===== config.mk =====
export PLATFORM = sky130hd
export DESIGN_NAME = jpeg_segment_span_finder_core
export DESIGN_NICKNAME = d
export VERILOG_FILES = /design/src/jssf_pkg.sv /design/src/jssf_step.sv /design/src/jpeg_segment_span_finder_core.sv
export SDC_FILE = /design/constraint.sdc
export NUM_CORES = 1
export LEC_CHECK = 0
export BUFFER_PORTS_ARGS = -buffer_cell sky130_fd_sc_hd__buf_2
export CORE_MARGIN = 10
export CORE_UTILIZATION = 55
export CTS_CLUSTER_DIAMETER = 60
export DETAILED_ROUTE_END_ITERATION = 8
export HOLD_SLACK_MARGIN = 0.05
export PLACE_DENSITY = 0.79
export SYNTH_ARGS = -nofsm -noshare
export SYNTH_HDL_FRONTEND = slang
export SYNTH_SLANG_ARGS = --single-unit

===== constraint.sdc =====
create_clock -name clk -period 5.3 [get_ports clk]
set_clock_uncertainty 0.2 [all_clocks]
set_input_delay 1.325 -clock clk [delete_from_list [all_inputs] [get_ports clk]]
set_output_delay 1.325 -clock clk [all_outputs]
set_load 0.03 [all_outputs]

===== src/jssf_pkg.sv =====
`timescale 1ns / 1ps
`default_nettype none
// ----------------------------------------------------------------------------
// jssf_pkg: shared types and constants for the JPEG segment span finder
// Marker codes, result status codes, parse phases and the parser state record.
// ----------------------------------------------------------------------------
package jssf_pkg;

  // Width of the byte position counter; the count never exceeds 2^32-1.
  localparam int POSITION_BITS = 32;
  localparam int POS_W = (POSITION_BITS > 32) ? 32 : POSITION_BITS;

  localparam int SPAN_W   = 32;
  localparam int STATUS_W = 3;
  localparam int SEG_W    = 16;

  localparam logic [7:0] MK_PREFIX = 8'hFF;
  localparam logic [7:0] MK_SOI    = 8'hD8;
  localparam logic [7:0] MK_EOI    = 8'hD9;
  localparam logic [7:0] MK_SOS    = 8'hDA;
  localparam logic [7:0] MK_TEM    = 8'h01;
  localparam logic [7:0] MK_RST0   = 8'hD0;
  localparam logic [7:0] MK_RST7   = 8'hD7;
  localparam logic [7:0] MK_STUFF  = 8'h00;

  typedef enum logic [STATUS_W-1:0] {
    ST_FOUND    = 3'd0,
    ST_BAD_SOI  = 3'd1,
    ST_NO_FF    = 3'd2,
    ST_BAD_LEN  = 3'd3,
    ST_TRUNC    = 3'd4,
    ST_OVERFLOW = 3'd5
  } status_t;

  typedef enum logic [9:0] {
    PH_IDLE    = 10'b00_0000_0001,
    PH_SOI0    = 10'b00_0000_0010,
    PH_SOI1    = 10'b00_0000_0100,
    PH_MARK_FF = 10'b00_0000_1000,
    PH_MARK    = 10'b00_0001_0000,
    PH_LEN_HI  = 10'b00_0010_0000,
    PH_LEN_LO  = 10'b00_0100_0000,
    PH_SKIP    = 10'b00_1000_0000,
    PH_SCAN    = 10'b01_0000_0000,
    PH_SCAN_FF = 10'b10_0000_0000
  } phase_t;

  typedef struct packed {
    phase_t             phase;
    logic [POS_W-1:0]   pos;
    logic [SEG_W-1:0]   seg_rem;
    logic [7:0]         len_hi;
    logic               is_scan;
  } parse_state_t;

endpackage : jssf_pkg
`default_nettype wire


===== src/jssf_step.sv =====
`timescale 1ns / 1ps
`default_nettype none
// ----------------------------------------------------------------------------
// jssf_step: one-byte parser update
// Computes the next parser state and an optional result for one byte.
// ----------------------------------------------------------------------------
module jssf_step (
  input  jssf_pkg::parse_state_t cur,
  input  logic [7:0]             data_byte,
  input  logic                   first_byte,
  input  logic                   final_byte,
  output jssf_pkg::parse_state_t nxt,
  output logic                   emit,
  output logic [jssf_pkg::SPAN_W-1:0] span,
  output jssf_pkg::status_t      status
);
  import jssf_pkg::*;

  parse_state_t     w;
  logic [POS_W-1:0] pos_inc;
  logic [SEG_W-1:0] seg_len;
  logic [SEG_W-1:0] rem_dec;
  logic             is_rst;
  logic             is_marker_alone;
  phase_t           after_seg;

  assign pos_inc = w.pos + POS_W'(1);
  assign seg_len = {w.len_hi, data_byte};
  assign rem_dec = w.seg_rem - SEG_W'(1);
  assign is_rst  = (data_byte >= MK_RST0) && (data_byte <= MK_RST7);
  assign is_marker_alone = (data_byte == MK_TEM) || is_rst;
  assign after_seg = w.is_scan ? PH_SCAN : PH_MARK_FF;

  always_comb begin
    // restart on a first byte
    w = cur;
    if (first_byte) begin
      w.phase   = PH_SOI0;
      w.pos     = '0;
      w.seg_rem = '0;
      w.len_hi  = '0;
      w.is_scan = 1'b0;
    end

    nxt    = w;
    emit   = 1'b0;
    span   = '0;
    status = ST_FOUND;

    if (w.phase == PH_IDLE) begin
      nxt = w;
    end else if (w.pos == '1) begin
      emit   = 1'b1;
      status = ST_OVERFLOW;
    end else begin
      nxt.pos = pos_inc;
      case (w.phase)
        PH_SOI0: begin
          if (data_byte != MK_PREFIX) begin
            emit   = 1'b1;
            status = ST_BAD_SOI;
          end else begin
            nxt.phase = PH_SOI1;
          end
        end
        PH_SOI1: begin
          if (data_byte != MK_SOI) begin
            emit   = 1'b1;
            status = ST_BAD_SOI;
          end else begin
            nxt.phase = PH_MARK_FF;
          end
        end
        PH_MARK_FF: begin
          if (data_byte != MK_PREFIX) begin
            emit   = 1'b1;
            status = ST_NO_FF;
          end else begin
            nxt.phase = PH_MARK;
          end
        end
        PH_LEN_HI: begin
          nxt.len_hi = data_byte;
          nxt.phase  = PH_LEN_LO;
        end
        PH_LEN_LO: begin
          if (seg_len < SEG_W'(2)) begin
            emit   = 1'b1;
            status = ST_BAD_LEN;
          end else begin
            nxt.seg_rem = seg_len - SEG_W'(2);
            nxt.phase   = (seg_len == SEG_W'(2)) ? after_seg : PH_SKIP;
          end
        end
        PH_SKIP: begin
          nxt.seg_rem = rem_dec;
          if (rem_dec == '0) begin
            nxt.phase = after_seg;
          end
        end
        PH_SCAN: begin
          if (data_byte == MK_PREFIX) begin
            nxt.phase = PH_SCAN_FF;
          end
        end
        PH_MARK, PH_SCAN_FF: begin
          if ((w.phase == PH_SCAN_FF) && ((data_byte == MK_STUFF) || is_rst)) begin
            nxt.phase = PH_SCAN;
          end else if (data_byte == MK_EOI) begin
            emit   = 1'b1;
            status = ST_FOUND;
            span   = SPAN_W'(pos_inc);
          end else if (is_marker_alone) begin
            nxt.phase = PH_MARK_FF;
          end else begin
            nxt.is_scan = (data_byte == MK_SOS);
            nxt.phase   = PH_LEN_HI;
          end
        end
        default: begin
          nxt.phase = PH_IDLE;
        end
      endcase

      // out of bytes without a verdict
      if (!emit && final_byte && (nxt.phase != PH_IDLE)) begin
        emit   = 1'b1;
        status = ST_TRUNC;
      end
    end

    if (emit) begin
      nxt.phase = PH_IDLE;
    end
  end

endmodule : jssf_step
`default_nettype wire


===== src/jpeg_segment_span_finder_core.sv =====
`timescale 1ns / 1ps
`default_nettype none
// ----------------------------------------------------------------------------
// jpeg_segment_span_finder_core: JPEG marker segment walker
// Walks SOI, marker segments and scan data, and reports one span or failure
// per buffer.
// ----------------------------------------------------------------------------
// Takes one word (byte) per cycle. A byte with in_first_byte starts a new
// buffer, which must open with FF D8; the walker then follows marker
// segments, skips length-counted payloads and entropy-coded data (passing FF 00
// stuffing and RST pairs), and gives exactly one result per buffer: the span
// from SOI through EOI with status 0, or span 0 with a failure code (1 bad SOI,
// 2 missing FF, 3 bad length, 4 truncated on the final byte, 5 position
// overflow). Bytes after a result are dropped until the next first byte; a
// first byte mid-buffer drops the old buffer without a result. Each byte is
// captured in an input register, passes through the combinational parser
// update and lands in the result register; the rate is one byte per cycle
// while in_stall is low, and in_stall rises only while the result register
// holds a result that the sink stalls.
module jpeg_segment_span_finder_core (
  input  logic                        clk,
  input  logic                        rst_n,
  input  logic                        in_valid,
  output logic                        in_stall,
  input  logic [7:0]                  in_data_byte,
  input  logic                        in_first_byte,
  input  logic                        in_final_byte,
  output logic                        out_valid,
  input  logic                        out_stall,
  output logic [jssf_pkg::SPAN_W-1:0] out_span_length,
  output logic [jssf_pkg::STATUS_W-1:0] out_status
);
  import jssf_pkg::*;

  // input register
  logic             s1_valid_r;
  logic [7:0]       s1_byte_r;
  logic             s1_first_r;
  logic             s1_last_r;

  // parser state
  parse_state_t     st_r;
  parse_state_t     st_nxt;

  // result register
  logic             out_valid_r;
  logic [SPAN_W-1:0] span_r;
  status_t          status_r;

  logic             step_emit;
  logic [SPAN_W-1:0] step_span;
  status_t          step_status;
  logic             out_free;
  logic             s1_fire;
  logic             in_take;

  // Advance stage one whenever the result register can take a word.
  assign out_free = !out_valid_r || !out_stall;
  assign s1_fire  = s1_valid_r && out_free;
  assign in_stall = s1_valid_r && !out_free;
  assign in_take  = in_valid && !in_stall;

  jssf_step u_step (
    .cur        (st_r),
    .data_byte  (s1_byte_r),
    .first_byte (s1_first_r),
    .final_byte (s1_last_r),
    .nxt        (st_nxt),
    .emit       (step_emit),
    .span       (step_span),
    .status     (step_status)
  );

  // Hold the captured byte while stalled, refill as it drains.
  always_ff @(posedge clk) begin
    if (!rst_n) begin
      s1_valid_r <= 1'b0;
    end else if (in_take) begin
      s1_valid_r <= 1'b1;
    end else if (s1_fire) begin
      s1_valid_r <= 1'b0;
    end
  end

  always_ff @(posedge clk) begin
    if (in_take) begin
      s1_byte_r  <= in_data_byte;
      s1_first_r <= in_first_byte;
      s1_last_r  <= in_final_byte;
    end
  end

  // Parser state advances once per byte.
  always_ff @(posedge clk) begin
    if (!rst_n) begin
      st_r.phase   <= PH_IDLE;
      st_r.pos     <= '0;
      st_r.seg_rem <= '0;
      st_r.len_hi  <= '0;
      st_r.is_scan <= 1'b0;
    end else if (s1_fire) begin
      st_r <= st_nxt;
    end
  end

  // Load a result when one comes out; drop it once taken.
  always_ff @(posedge clk) begin
    if (!rst_n) begin
      out_valid_r <= 1'b0;
    end else if (s1_fire && step_emit) begin
      out_valid_r <= 1'b1;
    end else if (!out_stall) begin
      out_valid_r <= 1'b0;
    end
  end

  always_ff @(posedge clk) begin
    if (s1_fire && step_emit) begin
      span_r   <= step_span;
      status_r <= step_status;
    end
  end

  assign out_valid       = out_valid_r;
  assign out_span_length = span_r;
  assign out_status      = status_r;

  // A result always leaves the parser waiting for a new buffer.
  a_idle_after_result: assert property (@(posedge clk) disable iff (!rst_n)
    (s1_fire && step_emit) |=> (st_r.phase == PH_IDLE))
    else $error("parser not idle after result");

  // A found span covers at least FF D8 FF D9.
  a_found_span: assert property (@(posedge clk) disable iff (!rst_n)
    (out_valid_r && (status_r == ST_FOUND)) |-> (span_r >= SPAN_W'(4)))
    else $error("found span too short");

  // Failures carry a zero span.
  a_fail_zero: assert property (@(posedge clk) disable iff (!rst_n)
    (out_valid_r && (status_r != ST_FOUND)) |-> (span_r == '0))
    else $error("failure with nonzero span");

  // Input stalls only while a byte waits behind a stalled result.
  a_stall_cause: assert property (@(posedge clk) disable iff (!rst_n)
    in_stall |-> (s1_valid_r && out_valid_r && out_stall))
    else $error("input stalled without cause");

endmodule : jpeg_segment_span_finder_core
`default_nettype wire

==> key figures <==
Synthesis
  • Synth Register Bits: approximately 110
  • Post-synthesis sequential area ratio: 0.379
  • Synth top area share: 0.192
  • Yosys cell types: 89
  • Count leader, synth: nor2_1
  • Synth Warn #: 0
  • Yosys top cell by area: dfxtp_1
  • Ranking of synthesized cells by area: dfxtp_1, edfxtp_1, nor2_1, a21oi_1, o21ai_0
  • Syn_nets: 884
  • FFs w/ async S/R, synth: 0
  • Synthesized area per cell: around 8.3 µm²
  • EDFF count, synth: between 40 and 50
  • Post-Syn Area: between 7000 and 8000 µm²
  • Synth Instances: just under 900
  • Most frequent cells after synthesis: nor2_1, nand2_1, dfxtp_1
  • Top FF cell, synth: dfxtp_1

Worst hold path
  • Worst Hold Class: register to register

Power and ir drop
  • VDD IR max: 0.253 mV
  • Design Power: 2340 µW
  • Comb power frac: 0.060
  • Clock share of power: 0.541
  • Power per cell area: around 290 nW/µm²
  • Seq pwr share: 0.400
  • Net Sw Frac: 0.230
  • Static Leakage: about 0.0028 µW
  • Net Sw Power: approximately 540 µW
  • Internal: approximately 1800 µW

Timing
  • Fin crit period: 3840 ps
  • Fmax: ~0.26 GHz
  • Hold Violations, Final: 0
  • Worst Tran Pin Value: roughly 1100 ps
  • Setup tns final: 0 ps
  • Final slew viol count: 0
  • Slew headroom: 0.294
  • RSZ-0062 raised after global routing: false
  • Fin crit share: 0.725
  • Final setup viols: 0

Drt
  • Drt drc: 0
  • Vias per cell: 6.50
  • WL/cell: approximately 19 µm
  • Final ANT Viol Nets: 0
  • Final wirelength: around 20000 µm
  • TritonRoute pass-1 iters: 5
  • Iter 0 DRT Violations: about 830
  • Via Count: about 6900

Setup path
  • CP Launch Type: register
  • Maximum fanout along the worst path: 36
  • Worst reg-to-reg setup slack: ~1500 ps
  • CP Class: register to register
  • Arrival @ worst endpoint: 3970 ps
  • CP Capture Type: register
  • Crit path required time: between 5000 and 6000 ps

Die
  • # IOs: 51
  • Core area: 12700 µm²
  • Die width: ~130 µm
  • Total Die Area: approximately 18000 µm²
  • Die Ht: around 130 µm
  • Starting Density: 0.567
  • Row count: 41

Place
  • DP Wirelength: around 14000 µm
  • Cell count after placement: ~1000
  • Final RePlAce weighted congestion: 0.963
  • Port buffer count: 50

Clock network
  • Clock root buffer: clkbuf_16
  • Clk sinks: approximately 110
  • Clock latency on the worst-skew pair: around 430 ps
  • Hold-fix buffers, CTS: 0
  • Clk slew on worst S/H paths: about 60 ps
  • H-tree depth: 4
  • Post-CTS sizing: 0
  • CTS tree: yes
  • CTS Buffer Depth: 2
  • Post-CTS setup buffers: 0
  • Total CTS buffers: 17

Flow run
  • Maxcap violations: 0

GRT
  • Vias in the first global route: between 6000 and 7000
  • Initial antenna violation count: 0
  • Largest net degree at the start of global routing: 37
  • GRT Util Overall: 0.226
  • Global route total overflow: 0
  • First-pass GRT wire length: 33500 µm

Layout
  • Layout filler cell count: between 1000 and 1500
  • Fin util: 0.637
  • Area growth syn-to-layout: 12.4%
  • Share of layout cells above drive strength 1: 0.138
  • NumNets Final: 902
  • Diodes inserted: 0
  • Final Instance Count excl. Fillers: 1068

Outcome
  • Status: complete, no violations
==> kinds of logic (layout without fill, tap and decap cells) <==
kind of cell	count (synthesis)	in the layout	share of synthesized area
flip-flops	114	114	0.379
buffers and inverters	77	108	0.0500
XOR/XNOR	42	42	0.0510
adder cells (fa/ha/maj)	5	5	0.00867
AND/OR/NAND/NOR	400	400	0.311
AO/OA/AOI/OAI	225	225	0.198
multiplexers	2	2	0.00278
==> layer usage <==
metal	track usage	vias up	wire length, µm
li1	-	3237	-
met1	0.278	3276	8330
met2	0.365	366	9680
met3	0.0493	62	1480
met4	0.113	0	675
met5	0	-	0
==> per-stage QoR <==
| step | cell area, µm² | hold WS (ps) | worst slack, ps |
|---|---|---|---|
| floorplan | 7210 | 240 | 125 |
| detailed placement | 7460 | 280 | 1280 |
| global route | 8110 | 311 | 1250 |
| CTS | 8110 | 291 | 1540 |
| finish | 8110 | 288 | 1460 |
| global placement | 7460 | 261 | 1410 |
==> area by class of cell <==
class / count / area (µm²) / share of cell area
clock buffers: 19 / 443 / 0.0546
flip-flops and latches: 114 / 2730 / 0.337
clock inverters: 13 / 209 / 0.0258
well taps: 172 / 215 / 0.0265
multi-input cells: 674 / 4130 / 0.509
inverters: 18 / 67.6 / 0.00833
repair buffers: 58 / 310 / 0.0383
==> cells in the final DEF, fill, tap and decap left out, types with 8 or more instances in the layout <==
master,count
buf_4,8
or4_1,9
a31oi_1,12
o22ai_1,9
o21ai_1,8
clkbuf_16,17
buf_2,50
and3_1,12
xnor2_1,29
nor2_1,98
edfxtp_1,45
a22oi_1,12
inv_1,18
or3_1,8
nand3b_1,8
and2_1,8
o21ai_0,61
nor4_1,17
nor3_1,23
nand4b_1,8
xor2_1,13
nand2_1,74
nand2b_1,8
nand3_1,40
nor2b_1,19
nand4_1,22
a21oi_1,61
dfxtp_1,69
==> final timing paths <==
path / from / end / depth (start not counted)
worst max register to register: s1_first_r / st_r[56] / 9
worst min register to register: st_r[0] / st_r[0] / 2
worst min-delay path: st_r[0] / st_r[0] / 2
worst max-delay path: s1_first_r / st_r[56] / 9
==> flip-flops by register name, indices dropped and copies added, names as in the netlist <==
signal / flops
s1_byte_r: 8
st_r: 67
s1_first_r: 1
s1_last_r: 1
s1_valid_r: 1
out_span_length: 32
out_valid: 1
out_status: 3
==> power by group through the flow <==
stage               Combinational (µW)  Clock [µW]  Sequential [µW]
finish                             140        1270              936
global route                       151        1320              937
CTS                                137        1270              935
detailed placement                 137           0              953
global placement                   135           0              953
floorplan                         94.7           0              955
==> worst max-delay path, cell delays in order, from the launching register on <==
cell	delay (ps)
edfxtp_1	390
buf_4	360
buf_4	410
and3b_1	260
nand4_1	190
and4bb_1	400
or2_1	450
nor2_1	580
a41oi_1	200
a311oi_1	280
No activity file was read; power rests on OpenSTA's default activity.
